File: config.mk
export PLATFORM = sky130hd
export DESIGN_NAME = key_matrix_scanner_autorepeat
export DESIGN_NICKNAME = d
export VERILOG_FILES = /design/src/rtl/kms_pkg.sv /design/src/rtl/key_matrix_scanner_autorepeat.sv /design/src/rtl/kms_key_ram.sv /design/src/rtl/kms_event_fifo.sv
export SDC_FILE = /design/constraint.sdc
export NUM_CORES = 1
export LEC_CHECK = 0
export BUFFER_PORTS_ARGS = -buffer_cell sky130_fd_sc_hd__clkbuf_2
export CAP_MARGIN = 20
export CORE_AREA = 2 2 284 286
export CTS_BUF_LIST = sky130_fd_sc_hd__clkbuf_16
export CTS_CLUSTER_SIZE = 16
export DETAILED_ROUTE_END_ITERATION = 10
export DIE_AREA = 0 0 286 288
export GPL_TIMING_DRIVEN = 0
export PLACE_DENSITY = 0.62
export SLEW_MARGIN = 5
export SYNTH_ARGS = -nofsm -noshare
export SYNTH_HDL_FRONTEND = slang
export SYNTH_SLANG_ARGS = --single-unit
File: constraint.sdc
create_clock -name clk -period 6.2 [get_ports clk]
set_clock_uncertainty 0.1 [all_clocks]
set_input_delay 0.31 -clock clk [delete_from_list [all_inputs] [get_ports clk]]
set_output_delay 0.31 -clock clk [all_outputs]
set_load 0.01 [all_outputs]
File: src/rtl/kms_pkg.sv
`default_nettype none
package kms_pkg;

  localparam int QUEUE_DEPTH  = 16;
  localparam int NUM_ROWS     = 8;
  localparam int KEYS_PER_ROW = 5;
  localparam int NUM_KEYS     = NUM_ROWS * KEYS_PER_ROW;

  localparam int ROW_W     = $clog2(NUM_ROWS);
  localparam int BITS_W    = KEYS_PER_ROW;
  localparam int BIT_IDX_W = $clog2(KEYS_PER_ROW);
  localparam int STEP_W    = $clog2(KEYS_PER_ROW + 1);
  localparam int KEY_IDX_W = $clog2(NUM_KEYS);
  localparam int CD_W      = 8;
  localparam int CODE_W    = 16;
  localparam int PEND_W    = 5;
  localparam int QPTR_W    = $clog2(QUEUE_DEPTH);
  localparam int QCNT_W    = $clog2(QUEUE_DEPTH + 1);
  localparam int CFG_IDX_W = 1;

  localparam logic [CD_W-1:0] DELAY_RESET  = 8'd25;
  localparam logic [CD_W-1:0] PERIOD_RESET = 8'd1;

  // address high byte of each half-row
  localparam logic [7:0] ROW_HI [NUM_ROWS] = '{
    8'h7F, 8'hBF, 8'hDF, 8'hEF, 8'hF7, 8'hFB, 8'hFD, 8'hFE
  };

  // keys that always read as released
  localparam logic [BITS_W-1:0] ROW_FORCED_UP [NUM_ROWS] = '{
    5'h02, 5'h00, 5'h00, 5'h00, 5'h00, 5'h00, 5'h00, 5'h01
  };

  typedef enum logic [CFG_IDX_W-1:0] {
    REG_REPEAT_DELAY  = 1'b0,
    REG_REPEAT_PERIOD = 1'b1
  } cfg_reg_t;

  typedef enum logic {
    CMD_SCAN = 1'b0,
    CMD_POP  = 1'b1
  } cmd_t;

  typedef enum logic [1:0] {
    ST_IDLE,
    ST_SCAN,
    ST_POP,
    ST_DONE
  } state_t;

  typedef struct packed {
    logic            down;
    logic [CD_W-1:0] cd;
  } key_ent_t;

  typedef struct packed {
    logic [CODE_W-1:0] code;
    logic              caps;
    logic              sym;
  } event_t;

  typedef struct packed {
    logic                 we;
    logic [KEY_IDX_W-1:0] waddr;
    key_ent_t             wdata;
    logic                 re;
    logic [KEY_IDX_W-1:0] raddr;
  } key_req_t;

  typedef struct packed {
    logic   push;
    logic   pop;
    event_t data;
  } fifo_req_t;

  function automatic logic [KEY_IDX_W-1:0] key_index(input logic [ROW_W-1:0] row,
                                                     input logic [BIT_IDX_W-1:0] b);
    key_index = KEY_IDX_W'(int'(row) * KEYS_PER_ROW + int'(b));
  endfunction

endpackage
`default_nettype wire

File: src/rtl/key_matrix_scanner_autorepeat.sv
// a scan steps through SCAN then DONE, a pop through POP then DONE; from DONE the result goes
// into the output register once it is free; the key state memory is read and written back once
// per key, five keys in turn, over one read and one write port; a new transaction is taken only
// in IDLE, and may be taken while the previous result still waits in the output register
// reset (synchronous, rst_n low): no key down, no repeat key, event queue empty,
// repeat delay 25 and period 1; key state valid bits clear at once, no clearing pass
`default_nettype none
module key_matrix_scanner_autorepeat (
  input  wire                              clk,
  input  wire                              rst_n,
  // item channel
  input  wire                              in_valid,
  output logic                             in_ready,
  input  wire                              in_cmd,
  input  wire  [kms_pkg::ROW_W-1:0]        in_row,
  input  wire  [kms_pkg::BITS_W-1:0]       in_row_bits,
  input  wire                              in_caps_level,
  input  wire                              in_symbol_level,
  // result channel
  output logic                             out_valid,
  input  wire                              out_ready,
  output logic                             out_event_valid,
  output logic [kms_pkg::CODE_W-1:0]       out_key_code,
  output logic                             out_event_caps,
  output logic                             out_event_symbol,
  output logic [kms_pkg::PEND_W-1:0]       out_pending,
  // configuration writes
  input  wire                              cfg_valid,
  output logic                             cfg_ready,
  input  wire  [kms_pkg::CFG_IDX_W-1:0]    cfg_index,
  input  wire  [kms_pkg::CD_W-1:0]         cfg_data
);
  import kms_pkg::*;

  // sequencer state
  state_t                 state_r, state_nxt;
  logic [STEP_W-1:0]      step_r, step_nxt;
  logic                   pop_hit_r, pop_hit_nxt;

  // captured scan transaction
  logic [ROW_W-1:0]       row_r;
  logic [BITS_W-1:0]      bits_r;
  logic                   caps_r;
  logic                   sym_r;

  // last newly pressed key
  logic [KEY_IDX_W-1:0]   rk_r, rk_nxt;
  logic                   rk_vld_r, rk_vld_nxt;

  // configuration
  logic [CD_W-1:0]        delay_r;
  logic [CD_W-1:0]        period_r;

  // result register
  logic                   out_valid_r;
  logic                   out_event_valid_r;
  logic [CODE_W-1:0]      out_key_code_r;
  logic                   out_event_caps_r;
  logic                   out_event_symbol_r;
  logic [PEND_W-1:0]      out_pending_r;

  key_req_t               key_req;
  key_ent_t               key_rdata;
  fifo_req_t              fifo_req;
  event_t                 fifo_rdata;
  logic [QCNT_W-1:0]      fifo_count;

  logic                   accept;
  logic                   out_load;
  logic [BIT_IDX_W-1:0]   ubit;
  logic [KEY_IDX_W-1:0]   uidx;
  logic                   level;
  logic                   enq;
  logic [QCNT_W+PEND_W-1:0] pend_ext;

  assign in_ready  = (state_r == ST_IDLE);
  assign accept    = in_valid && in_ready;
  assign out_load  = (state_r == ST_DONE) && (!out_valid_r || out_ready);
  assign cfg_ready = 1'b1;

  // key being written back is the one before the key being read
  assign ubit  = BIT_IDX_W'(step_r - 1'b1);
  assign uidx  = key_index(row_r, ubit);
  assign level = bits_r[ubit] | ROW_FORCED_UP[row_r][ubit];

  kms_key_ram u_key_ram (
    .clk     (clk),
    .rst_n   (rst_n),
    .req_i   (key_req),
    .rdata_o (key_rdata)
  );

  kms_event_fifo u_event_fifo (
    .clk     (clk),
    .rst_n   (rst_n),
    .req_i   (fifo_req),
    .rdata_o (fifo_rdata),
    .count_o (fifo_count)
  );

  always_comb begin
    state_nxt      = state_r;
    step_nxt       = step_r;
    pop_hit_nxt    = pop_hit_r;
    rk_nxt         = rk_r;
    rk_vld_nxt     = rk_vld_r;
    enq            = 1'b0;
    key_req        = '0;
    fifo_req       = '0;
    fifo_req.data.code = {ROW_HI[row_r], (CODE_W-8-BITS_W)'(0),
                          BITS_W'(1) << ubit};
    fifo_req.data.caps = caps_r;
    fifo_req.data.sym  = sym_r;

    unique case (state_r)
      ST_IDLE: begin
        if (accept) begin
          step_nxt    = '0;
          pop_hit_nxt = 1'b0;
          state_nxt   = (cmd_t'(in_cmd) == CMD_POP) ? ST_POP : ST_SCAN;
        end
      end
      ST_SCAN: begin
        // read key at step, update key at step - 1
        key_req.re    = (step_r < STEP_W'(KEYS_PER_ROW));
        key_req.raddr = key_index(row_r, step_r[BIT_IDX_W-1:0]);
        if (step_r != '0) begin
          key_req.we    = 1'b1;
          key_req.waddr = uidx;
          if (level) begin
            // released
            key_req.wdata = '0;
          end else if (key_rdata.down) begin
            key_req.wdata = key_rdata;
            if (rk_vld_r && (rk_r == uidx)) begin
              if (key_rdata.cd != '0) begin
                key_req.wdata.cd = key_rdata.cd - 1'b1;
              end else begin
                key_req.wdata.cd = period_r;
                enq              = 1'b1;
              end
            end
          end else begin
            // new press
            key_req.wdata.down = 1'b1;
            key_req.wdata.cd   = delay_r;
            rk_nxt             = uidx;
            rk_vld_nxt         = 1'b1;
            enq                = 1'b1;
          end
        end
        fifo_req.push = enq;
        if (step_r == STEP_W'(KEYS_PER_ROW)) begin
          state_nxt = ST_DONE;
        end else begin
          step_nxt = step_r + 1'b1;
        end
      end
      ST_POP: begin
        fifo_req.pop = (fifo_count != '0);
        pop_hit_nxt  = (fifo_count != '0);
        state_nxt    = ST_DONE;
      end
      ST_DONE: begin
        if (out_load) begin
          state_nxt = ST_IDLE;
        end
      end
      default: begin
        state_nxt = ST_IDLE;
      end
    endcase
  end

  always_ff @(posedge clk) begin
    if (!rst_n) begin
      state_r   <= ST_IDLE;
      step_r    <= '0;
      pop_hit_r <= 1'b0;
      rk_r      <= '0;
      rk_vld_r  <= 1'b0;
    end else begin
      state_r   <= state_nxt;
      step_r    <= step_nxt;
      pop_hit_r <= pop_hit_nxt;
      rk_r      <= rk_nxt;
      rk_vld_r  <= rk_vld_nxt;
    end
  end

  // transaction capture
  always_ff @(posedge clk) begin
    if (accept) begin
      row_r  <= in_row;
      bits_r <= in_row_bits;
      caps_r <= in_caps_level;
      sym_r  <= in_symbol_level;
    end
  end

  always_ff @(posedge clk) begin
    if (!rst_n) begin
      delay_r  <= DELAY_RESET;
      period_r <= PERIOD_RESET;
    end else if (cfg_valid && cfg_ready) begin
      unique case (cfg_reg_t'(cfg_index))
        REG_REPEAT_DELAY:  delay_r  <= cfg_data;
        REG_REPEAT_PERIOD: period_r <= cfg_data;
        default: begin
        end
      endcase
    end
  end

  // pending is the queue count masked to the field width
  assign pend_ext = {PEND_W'(0), fifo_count};

  always_ff @(posedge clk) begin
    if (!rst_n) begin
      out_valid_r <= 1'b0;
    end else if (out_load) begin
      out_valid_r <= 1'b1;
    end else if (out_ready) begin
      out_valid_r <= 1'b0;
    end
  end

  always_ff @(posedge clk) begin
    if (out_load) begin
      out_event_valid_r  <= pop_hit_r;
      out_key_code_r     <= pop_hit_r ? fifo_rdata.code : '0;
      out_event_caps_r   <= pop_hit_r && fifo_rdata.caps;
      out_event_symbol_r <= pop_hit_r && fifo_rdata.sym;
      out_pending_r      <= pend_ext[PEND_W-1:0];
    end
  end

  assign out_valid        = out_valid_r;
  assign out_event_valid  = out_event_valid_r;
  assign out_key_code     = out_key_code_r;
  assign out_event_caps   = out_event_caps_r;
  assign out_event_symbol = out_event_symbol_r;
  assign out_pending      = out_pending_r;

  // key write-back only happens behind a read, inside a scan
  a_key_we_in_scan: assert property (@(posedge clk) disable iff (!rst_n)
    key_req.we |-> (state_r == ST_SCAN) && (step_r != '0))
    else $error("key write outside scan update");

  // pops are only issued against a non-empty queue
  a_pop_nonempty: assert property (@(posedge clk) disable iff (!rst_n)
    fifo_req.pop |-> (fifo_count != '0))
    else $error("pop issued on empty queue");

  // an accepted transaction leaves the idle state
  a_accept_busy: assert property (@(posedge clk) disable iff (!rst_n)
    accept |=> (state_r != ST_IDLE))
    else $error("sequencer did not start after acceptance");

  // a push grows the queue by one unless it was full
  a_push_count: assert property (@(posedge clk) disable iff (!rst_n)
    (fifo_req.push && (fifo_count != QCNT_W'(QUEUE_DEPTH)))
      |=> (fifo_count == $past(fifo_count) + 1'b1))
    else $error("queue count did not follow push");

endmodule
`default_nettype wire

File: src/rtl/kms_key_ram.sv
`default_nettype none
module kms_key_ram (
  input  wire                clk,
  input  wire                rst_n,
  input  kms_pkg::key_req_t  req_i,
  output kms_pkg::key_ent_t  rdata_o
);
  import kms_pkg::*;

  key_ent_t              mem [NUM_KEYS];
  logic [NUM_KEYS-1:0]   vld_r;
  key_ent_t              rdata_r;
  logic                  rvld_r;

  always_ff @(posedge clk) begin
    if (req_i.we) begin
      mem[req_i.waddr] <= req_i.wdata;
    end
    if (req_i.re) begin
      rdata_r <= mem[req_i.raddr];
    end
  end

  // never-written entries read as zero
  always_ff @(posedge clk) begin
    if (!rst_n) begin
      vld_r  <= '0;
      rvld_r <= 1'b0;
    end else begin
      if (req_i.we) begin
        vld_r[req_i.waddr] <= 1'b1;
      end
      if (req_i.re) begin
        rvld_r <= vld_r[req_i.raddr];
      end
    end
  end

  assign rdata_o = rvld_r ? rdata_r : '0;

endmodule
`default_nettype wire

File: src/rtl/kms_event_fifo.sv
`default_nettype none
module kms_event_fifo (
  input  wire                          clk,
  input  wire                          rst_n,
  input  kms_pkg::fifo_req_t           req_i,
  output kms_pkg::event_t              rdata_o,
  output logic [kms_pkg::QCNT_W-1:0]   count_o
);
  import kms_pkg::*;

  event_t              mem [QUEUE_DEPTH];
  event_t              rdata_r;
  logic [QPTR_W-1:0]   head_r;
  logic [QPTR_W-1:0]   head_nxt;
  logic [QCNT_W-1:0]   count_r;
  logic [QCNT_W-1:0]   count_nxt;
  logic [QPTR_W:0]     tail_sum;
  logic [QPTR_W:0]     tail_wrap;
  logic [QPTR_W-1:0]   tail;
  logic                full;
  logic                do_push;
  logic                do_pop;

  assign full     = (count_r == QCNT_W'(QUEUE_DEPTH));
  assign do_push  = req_i.push && !full;
  assign do_pop   = req_i.pop && (count_r != '0);

  // head + count stays below twice the depth
  assign tail_sum  = {1'b0, head_r} + (QPTR_W+1)'(count_r);
  assign tail_wrap = (tail_sum >= (QPTR_W+1)'(QUEUE_DEPTH))
                     ? tail_sum - (QPTR_W+1)'(QUEUE_DEPTH) : tail_sum;
  assign tail      = tail_wrap[QPTR_W-1:0];

  always_comb begin
    head_nxt  = head_r;
    count_nxt = count_r;
    if (do_push) begin
      count_nxt = count_r + 1'b1;
    end else if (do_pop) begin
      count_nxt = count_r - 1'b1;
      head_nxt  = (head_r == QPTR_W'(QUEUE_DEPTH - 1)) ? '0 : head_r + 1'b1;
    end
  end

  always_ff @(posedge clk) begin
    if (do_push) begin
      mem[tail] <= req_i.data;
    end
    if (do_pop) begin
      rdata_r <= mem[head_r];
    end
  end

  always_ff @(posedge clk) begin
    if (!rst_n) begin
      head_r  <= '0;
      count_r <= '0;
    end else begin
      head_r  <= head_nxt;
      count_r <= count_nxt;
    end
  end

  assign rdata_o = rdata_r;
  assign count_o = count_r;

endmodule
`default_nettype wire
# Word level (Yosys, flattened, before mapping)
# Memories as Yosys holds them, arrays and structs flattened. A register that Yosys moved wholly into a read port is not among the register bits.
# Cells that the tools add are included.
# totals
mem_bits_rw	600
mem_bits_ro	104
input_bits	25
regBits	130
memories	4
elab_cells	135
# classes
n_lt_le_gt_ge	7
multipliers	1
eq_ne	11
n_mux	46
shifts	1
n_reduce_logical	26
bitwise_logic	7
addsub	10
# mem_list
name	words	word_bits	read_ports	rd_clocked_by_memory_dff	write_ports	line	rtl
u_key_ram.mem	40	9	1	1	1	kms_key_ram.sv:10	key_ent_t mem [NUM_KEYS];
u_event_fifo.mem	16	15	1	1	1	kms_event_fifo.sv:11	event_t mem [QUEUE_DEPTH];
(no name shown)	8	8	1	0	0	key_matrix_scanner_autorepeat.sv:110	fifo_req.data.code = {ROW_HI[row_r], (CODE_W-8-BITS_W)'(0),
(no name shown)	8	5	1	0	0	key_matrix_scanner_autorepeat.sv:84	assign level = bits_r[ubit] | ROW_FORCED_UP[row_r][ubit];
# op_table
op	n
8-bit two-way mux	5
40-bit OR	1
23-bit two-way mux	1
5-bit two-way mux	4
1-bit two-way mux	18
9-bit two-way mux	2
16-bit two-way mux	1
6-bit by 7-bit less-than comparator with 1-bit output (second input constant)	2
1-bit logical AND	8
2-bit two-way mux	4
4-bit two-way mux	2
2-bit case mux with 4 select lines	1
2-bit AND reduction	4
2-bit nonzero test	4
8-bit nonzero test	1
8-bit by 1-bit subtractor with 8-bit output (second input constant)	1
6-bit by 3-bit adder with 6-bit output	1
6-bit by 4-bit adder with 6-bit output	1
1-bit binary-select mux with 3-bit select	2
1-bit binary-select mux with 6-bit select	1
1-bit demux with 6-bit select	1
6-bit equality test	1
6-bit by 1-bit >= comparator with 1-bit output (second input constant)	1
3-bit by 3-bit multiplier with 6-bit output (second input constant)	1
32 further kinds	41

# Depth between registers and ports, before layout
# Gate-level depths: netlist of run 1.
# logic_depth
depth_word	15
mapped_depth	17
ltp_nobuf	17

# Hierarchy
# Synthesis of run 1 repeated with hierarchy kept, for this count alone.
# unflattened
cells_unflattened	1711
hier_area_um2	31717.9
# by_module_without_submodules
mod	cells_per_inst	area_each_um2	n_inst
kms_key_ram	763	15966.6	1
kms_event_fifo	569	12166.7	1
key_matrix_scanner_autorepeat	379	3584.7	1

# Worst setup path after synthesis of run 1
# Ideal clock, no wire load.
# synth_path
path_type	register to register
start	reg step_r[0]
end	mem u_key_ram.mem[0][0] in the netlist's numbering (data pin)
n_path_buf	0
synth_period_minus_slack_ns	5.416
path_slack_ns	0.784
stages_incl_launch_ff	13
arrival_time_ns	4.785
t_required_ns	5.569
setup_ns	0.531
cell_sequence	dfxtp_1 > inv_1 > ha_1 > xnor2_1 > inv_1 > ha_1 > xor3_1 > nand4_1 > a311o_1 > nor4_4 > and2_1 > mux2_2 > a211oi_1
# synth_lines
item	line	rtl
from (decl)	key_matrix_scanner_autorepeat.sv:37	logic [STEP_W-1:0] step_r, step_nxt;
from (signal assigned)	key_matrix_scanner_autorepeat.sv:184	step_r <= step_nxt;
to (decl)	kms_key_ram.sv:10	

# Final worst setup path of run 1
# layout_path
start	reg step_r[0]
end	mem u_event_fifo.mem[8][0] in the netlist's numbering, enable pin
# layout_via
elab_chain_cells	12
elab_cells_between_ends	18
cone_classes	add/sub: 2; eq/ne: 1; mux: 11; bitwise: 1; reduce/logical: 3
# layout_lines
item	line	rtl
3-bit by 1-bit subtractor with 3-bit output	key_matrix_scanner_autorepeat.sv:82	assign ubit = BIT_IDX_W'(step_r - 1'b1);
6-bit by 4-bit adder with 6-bit output	kms_pkg.sv:78	key_index = KEY_IDX_W'(int'(row) * KEYS_PER_ROW + int'(b));
6-bit equality test	key_matrix_scanner_autorepeat.sv:135	if (rk_vld_r && (rk_r == uidx)) begin
1-bit logical AND	key_matrix_scanner_autorepeat.sv:135	
1-bit two-way mux	key_matrix_scanner_autorepeat.sv:135	
1-bit two-way mux	key_matrix_scanner_autorepeat.sv:133	end else if (key_rdata.down) begin
1-bit two-way mux	key_matrix_scanner_autorepeat.sv:130	if (level) begin
1-bit two-way mux *	key_matrix_scanner_autorepeat.sv:127	if (step_r != '0) begin
1-bit two-way mux *	key_matrix_scanner_autorepeat.sv:115	unique case (state_r)
1-bit logical AND *	kms_event_fifo.sv:25	assign do_push = req_i.push && !full;
1-bit two-way mux *	kms_event_fifo.sv:46	if (do_push) begin
1-bit two-way mux (not written as such) *	kms_event_fifo.sv:47	mem[tail] <= req_i.data;
to (decl)	kms_event_fifo.sv:11	
# Every way passes the cells marked *; elsewhere a longest branch is shown, timed or not. The select of a mux whose other input is x is not followed.

==> impl_metrics.json, run 1 <==
{
  "status": "complete, no violations",
  "peakVddDrop_mv": 0.206,
  "busiest_layer": "met2",
  "cts_tree": "built",
  "cp.arrival_ns": 5.48,
  "min_period_over_period_pct": 85.0,
  "critical_path_class": "flop to flop",
  "max_slew_margin_pct": 22.6,
  "hold_viol_final": 0,
  "synth_top_area_share_pct": 65.8,
  "synthTopCellsByArea": "edfxtp_1 (66%), mux4_2 (10%), dfxtp_1 (5.4%), mux2i_1 (2.7%), nor2_1 (1.2%)",
  "start_kind": "flop",
  "finalSetupTns_ns": 0,
  "first_pass_iters": 6,
  "cp-end-kind": "flop",
  "final_antenna_net_count": 0,
  "slew_violations": 0,
  "dp_cells": 2892,
  "critPathSlowestCell": "dfxtp_1",
  "io_pins": 52,
  "syn_area_per_cell_um2": 17.1,
  "die_area_um2": 82400,
  "gr-usage-met1_pct": 24.3,
  "min_delay_path_depth": 4,
  "drive_gt1_share_pct": 19.6,
  "crit_chain": "inv_1, ha_1, xnor2_1, inv_1, ha_1, a21o_1, a21oi_1, nor3_1, nor4_4, a31o_4, inv_4, or3_4, nor2_2, buf_8",
  "rr_worst_depth": 14,
  "grt_use_met3_pct": 3.23,
  "cts_resized": 0,
  "cts_setup_buffers": 0,
  "synth_xor_area_share_pct": 1.03,
  "yosysUniqueCellTypes": 64,
  "vias": 16586,
  "initial_utilization_pct": 37.5,
  "fmaxAchievable_mhz": 190,
  "hpwl_mm": 50.6,
  "tightest_slew_ns": 1.16,
  "antenna_found_initial": 2,
  "grt_max_degree": 33,
  "path_buf_inv": 4,
  "cts.sink_count": 735,
  "clkSlewWorstSetupHoldPaths_ns": 0.06,
  "finish.utilization_pct": 43.9,
  "clkLatencyLatePin_ns": 0.63,
  "drtIter0Drc": 1680,
  "synth-main-ff-cell": "edfxtp_1",
  "wirelength_mm": 72.8,
  "yosys.area_share.simple_pct": 5.73,
  "numCtsBuffers": 75,
  "root_buffer": "clkbuf_16",
  "cp.required_ns": 6.40,
  "grt_pass1_vias": 16739,
  "wl_per_cell_um": 23.9,
  "final.setup.worst_slack_ns": 0.928,
  "cts_buffer_depth": 3,
  "drv_cap": 0,
  "finalCriticalPeriod_ns": 5.27,
  "crit_family": "simple AND/OR/NAND/NOR gates",
  "die_w_um": 286,
  "num_rows": 104,
  "htreeDepth": 3,
  "grt_pass1_wl_mm": 108,
  "synth_compound_gate_area_share_pct": 5.31,
  "synthesis.instances": 1749,
  "drc": 0,
  "numPortBuffers": 46,
  "cp.depth": 14,
  "hold_buffers": 20,
  "powerDensity_nw_per_um2": 368,
  "antenna_cells": 0,
  "seq_area_frac_synth_pct": 71.2,
  "viasPerCell": 5.43,
  "fin_nets": 1993,
  "ys_async_sr_fraction_pct": 0,
  "grt_use_total_pct": 17.7,
  "die_h_um": 288,
  "core_area_um2": 79600,
  "syn_area_um2": 29900,
  "rsz0062_at_grt": "no",
  "cpPeakStageDelay_ns": 0.70,
  "synth_top_area_cell": "edfxtp_1",
  "holdCritPathClass": "primary input to flop",
  "synth-edff-count": 655,
  "fillers": 6885,
  "muxShareOfSynthArea_pct": 13.2,
  "critPathMaxFanout": 11,
  "power_leakage_nw": 10.9,
  "synthTopCellsByCount": "edfxtp_1 (655), mux4_2 (137), nor2_1 (98)",
  "ys_warn_count": 0,
  "synth_most_common_cell": "edfxtp_1",
  "synth_adder_area_share_pct": 1.44,
  "syn_to_final_growth_pct": 17.1,
  "hold_ws_ns": 0.0773,
  "grt.met2_usage_pct": 29.0,
  "setup_violations": 0,
  "place.gp.congestion": 0.886,
  "synth_top_family_by_area": "multiplexers",
  "ys_ff_latch": 735,
  "overflow": 0,
  "layout.cells.non_filler": 3053,
  "dp_slack_ns": 0.986
}
-- power by group --
group | total, mW | leakage, nW | switching [mW] | internal (mW)
clock | 4.63 | 1.27 | 1.93 | 2.70
sequential | 5.72 | 5.97 | 0.127 | 5.59
combinational | 2.54 | 3.68 | 1.57 | 0.967
-- stage by stage --
stage          area [um^2]  power [mW]
6_report             35000        12.9
5_1_grt              35000        13.3
4_1_cts              34900        12.9
3_5_place_dp         32200        8.33
3_3_place_gp         31400        8.20
2_1_floorplan        29900        7.46
-- logic make-up after synthesis --
group                      Yosys count
DFF                                735
and+or+nand+nor                    357
muxes                              223
AOI/OAI and AO/OA                  222
buffers and inverters              151
adders and majority gates           32
xor gates and xnor gates            27
other                                2
-- sequential cells by signal (all words and copies together) (netlist names), 2 cells and up --
name / count
u_event_fifo.mem: 240
period_r: 8
u_event_fifo.head_r: 4
step_r: 3
out_pending: 5
bits_r: 5
u_event_fifo.rdata_o: 15
u_key_ram.rdata_r: 9
row_r: 3
delay_r: 8
u_key_ram.mem: 360
state_r: 2
out_key_code: 13
rk_r: 6
u_event_fifo.count_o: 5
u_key_ram.vld_r: 40
-- placed cells by master (no fill, tap or decap), types with 16 or more instances in the layout --
master / instances
nor2b_1: 16
nand2_1: 85
o21ai_0: 20
mux4_2: 137
inv_1: 63
nor2_1: 82
a21oi_1: 51
and2_1: 26
o21a_1: 42
clkbuf_1: 65
clkbuf_2: 46
ha_1: 28
clkbuf_16: 75
mux2i_1: 82
dfxtp_1: 80
dlygate4sd3_1: 20
buf_8: 22
nor3_1: 45
nor2_2: 16
edfxtp_1: 655
nand3_1: 37
nand2b_1: 22
a221oi_1: 37
clkinv_1: 16
-- area by class of cell --
cell class	count	area [um^2]	area share, %
sequential	735	21300	60.8
multi-input combinational	865	8110	23.2
clock buffer	75	1880	5.36
tap	1060	1330	3.79
timing repair buffer	108	1110	3.17
clock inverter	59	681	1.94
buffer	95	404	1.15
inverter	56	213	0.608
-- final timing paths --
check / from / to / slack [ns]
setup / recovery: step_r[0] / u_event_fifo.mem[8][0] / 0.93
hold / removal: in_valid / step_r[1] / 0.08
setup reg to reg: step_r[0] / u_event_fifo.mem[8][0] / 0.93
hold reg to reg: u_key_ram.vld_r[19] / u_key_ram.vld_r[19] / 0.36
-- worst register-to-register path: cells and delay by family (launching register included) --
family          cells  cell delay (ns)
flops               1             0.70
buf+inv             4             0.73
xor+xnor            1             0.46
fa+ha+maj           2             0.71
compound gates      3             0.79
simple gates        4             1.46
-- routing by layer --
layer | up-vias | part of all wire, %
li1 | 7265 | -
met2 | 655 | 48
met1 | 8543 | 43
met3 | 121 | 6.9
met4 | 2 | 2.0
met5 | - | 0.018
No activity file was read; power rests on OpenSTA's default activity.
==> inputs of run 2 (changes only) <==
--- a/config.mk
+++ b/config.mk
@@ -7,14 +7,15 @@
 export LEC_CHECK = 0
 export BUFFER_PORTS_ARGS = -buffer_cell sky130_fd_sc_hd__clkbuf_2
 export CAP_MARGIN = 20
-export CORE_AREA = 2 2 284 286
+export CORE_AREA = 2 2 292 294
 export CTS_BUF_LIST = sky130_fd_sc_hd__clkbuf_16
 export CTS_CLUSTER_SIZE = 16
 export DETAILED_ROUTE_END_ITERATION = 10
-export DIE_AREA = 0 0 286 288
+export DIE_AREA = 0 0 294 296
 export GPL_TIMING_DRIVEN = 0
-export PLACE_DENSITY = 0.62
+export PLACE_DENSITY = 0.63
 export SLEW_MARGIN = 5
 export SYNTH_ARGS = -nofsm -noshare
 export SYNTH_HDL_FRONTEND = slang
+export SYNTH_HIERARCHICAL = 1
 export SYNTH_SLANG_ARGS = --single-unit
==> run 2 against run 1 <==
Global-route usage is 0.39 points lower. Utilization is 0.22 points higher. Critical path depth is 4 higher. Synthesized cell count is 2.2% lower. Largest cell class unchanged. Die area is 5.7% higher. Critical endpoint is now u_event_fifo/count_o[4].
==> impl_metrics.json, run 2 <==
{
  "status": "complete, no violations",
  "crit_chain": "inv_1, ha_1, xnor2_1, inv_1, ha_1, nand3_1, and2_1, or4_4, a311oi_4, nand2_1, a21oi_1, clkbuf_2, o21ai_1, fa_1, a21o_1, a2111oi_1, a211oi_1, a211oi_1",
  "final_antenna_net_count": 0,
  "die_area_um2": 87000,
  "ys_warn_count": 6,
  "vias": 16901,
  "cp-end-kind": "flop",
  "power_leakage_nw": 11.1,
  "antenna_found_initial": 0,
  "cts_setup_buffers": 0,
  "slew_violations": 0,
  "tightest_slew_ns": 1.16,
  "viasPerCell": 5.42,
  "final_cell_mix": "edfxtp_1 (709), mux4_2 (154), nand2_1 (87)",
  "yosysUniqueCellTypes": 73,
  "critical_path_class": "flop to flop",
  "grt_pass1_vias": 17126,
  "hold_ws_ns": 0.114,
  "clkLatencyLatePin_ns": 0.65,
  "htreeDepth": 3,
  "largest_reg_flops": 360,
  "finalCriticalPeriod_ns": 5.84,
  "ys_async_sr_fraction_pct": 0,
  "clkSlewWorstSetupHoldPaths_ns": 0.07,
  "start_kind": "flop",
  "syn_to_final_growth_pct": 17.3,
  "cts.sink_count": 789,
  "initial_utilization_pct": 37.7,
  "die_h_um": 296,
  "grt_use_total_pct": 17.3,
  "synth-edff-count": 709,
  "place_area_um2": 34200,
  "syn_area_per_cell_um2": 18.5,
  "path_buf_inv": 3,
  "hold_viol_final": 0,
  "final.setup.worst_slack_ns": 0.358,
  "fin_nets": 2019,
  "setup_violations": 0,
  "synthesis.instances": 1711,
  "cpPeakStageDelay_ns": 0.54,
  "powerDensity_nw_per_um2": 324,
  "num_rows": 107,
  "final_cell_area_um2": 37200,
  "crit_family": "compound AO/OA/AOI/OAI gates",
  "top_register": "u_key_ram/mem",
  "finish.utilization_pct": 44.2,
  "cp.arrival_ns": 6.28,
  "max_slew_margin_pct": 22.2,
  "place.gp.congestion": 0.868,
  "layout_commonest_cell": "edfxtp_1",
  "numPortBuffers": 50,
  "ff2ff_setup_slack_ns": 0.36,
  "ys_ff_latch": 789,
  "hold_start": "cfg_index",
  "seq_area_frac_synth_pct": 72.2,
  "critPathSlowestCell": "a2111oi_1",
  "overflow": 0,
  "rr_worst_depth": 18,
  "cts_buffer_depth": 3,
  "fmaxAchievable_mhz": 171,
  "synth-main-ff-cell": "edfxtp_1",
  "hpwl_mm": 50.8,
  "holdCritPathClass": "primary input to flop",
  "drtIter0Drc": 1641,
  "drc": 0,
  "syn_area_um2": 31700,
  "wirelength_mm": 74.9,
  "min_period_over_period_pct": 94.2,
  "synthTopCellsByCount": "edfxtp_1 (709), mux4_2 (154), nor2_1 (102)",
  "total_power_mw": 12.0,
  "synth_most_common_cell": "edfxtp_1",
  "cts_tree": "built",
  "die_w_um": 294,
  "grt_pass1_wl_mm": 111,
  "synth_top_area_share_pct": 67.1,
  "crit-reg2reg-launch": "step_r[1]",
  "cp-startpoint": "step_r[1]",
  "core_area_um2": 84200,
  "synthTopCellsByArea": "edfxtp_1 (67%), mux4_2 (11%), dfxtp_1 (5.0%), mux4_1 (1.7%), a22oi_1 (1.3%)",
  "reg_top3": "u_key_ram/mem (360), u_event_fifo/mem (288), u_key_ram/vld_r (40)",
  "drive_gt1_share_pct": 23.2,
  "numCtsBuffers": 79,
  "dp_slack_ns": -0.0583,
  "root_buffer": "clkbuf_16",
  "rsz0062_at_grt": "no",
  "io_pins": 52,
  "hold_end": "delay_r[5]",
  "cp.required_ns": 6.64,
  "drv_cap": 0,
  "wl_per_cell_um": 24.0,
  "min_delay_path_depth": 5,
  "synth_top_area_cell": "edfxtp_1",
  "first_pass_iters": 5,
  "fillers": 7103,
  "grt_max_degree": 41,
  "critPathMaxFanout": 9,
  "peakVddDrop_mv": 0.195,
  "reg2reg_to": "u_event_fifo/count_o[4]"
}
run 2: cell types whose count changed in the layout (fill, tap and decap cells not counted), sizes merged, moves of 38 or more:
| cell | previous run | this run |
|---|---|---|
| edfxtp | 655 | 709 |
| mux2i | 82 | 28 |
| a22oi | 1 | 53 |
| conb | 4 | 49 |
| mux4 | 137 | 175 |
run 2: report_power, final:
part | switching [mW] | total (mW) | internal [mW]
clock | 2.03 | 4.65 | 2.62
sequential | 0.0572 | 5.95 | 5.89
combinational | 0.914 | 1.44 | 0.529
total | 3.00 | 12.0 | 9.04
run 2: repair_timing:
action,in CTS,in global routing
setup endpoints to repair,40,141
hold buffers,25,0
gates resized for setup,3,7
endpoints found under the hold margin,29,0
run 2: cell families (layout without fill, tap and decap cells):
family / count (synthesis) / after routing / synth area share (%)
buffers and inverters: 105 / 374 / 1.60
adders and majority gates: 31 / 31 / 1.32
xor gates and xnor gates: 22 / 22 / 0.655
and+or+nand+nor: 330 / 330 / 5.04
muxes: 233 / 233 / 14.6
DFF: 789 / 789 / 72.2
AOI/OAI and AO/OA: 199 / 199 / 4.57
other: 2 / 50 / 0.0237
run 2: metal layers:
| metal | up-vias | share of wire [%] | track usage, % | wire length, um |
|---|---|---|---|---|
| met5 | - | 0 | 0 | 0 |
| met4 | 0 | 2.5 | 5.80 | 1850 |
| met3 | 128 | 6.7 | 3.41 | 5030 |
| met2 | 588 | 47 | 27.4 | 35200 |
| met1 | 8829 | 44 | 24.0 | 32800 |
| li1 | 7356 | - | - | - |
run 2: final cells by class:
cell class                 instances  area (um^2)  share of cell area [%]
tap                             1090         1360                    3.67
antenna                            1         2.50                 0.00673
clock inverter                    65          547                    1.47
sequential                       789        22900                    61.6
inverter                          21         78.8                   0.212
buffer                            84          430                    1.16
timing repair buffer             124         1180                    3.16
clock buffer                      80         2000                    5.38
multi-input combinational        864         8700                    23.4
run 2: tightest hold or removal path: stages:
cell      delay (ns)
clkbuf_2        0.09
nor2b_1         0.04
clkbuf_1        0.18
nand2_1         0.11
a21oi_1         0.05
run 2: worst max path at each step:
stage | endpoint | slack [ns] | cells after the start
final | u_event_fifo/count_o[4] | 0.36 | 18
after global routing | u_event_fifo/count_o[4] | 0.08 | 18
after CTS | u_event_fifo/mem[6][5] | -0.05 | 17
after detailed placement | u_event_fifo/mem[0][15] | -0.06 | 17
after global placement | u_key_ram/mem[14][3] | -2.54 | 11
after floorplan | u_key_ram/mem[0][3] | 0.89 | 11
run 2: per-stage QoR:
step	std cells	TNS, ns
global route	3117	0
finish	3118	0
global placement	2898	-466.41
detailed placement	2934	-1.18
CTS	3104	-0.765
floorplan	1758	0
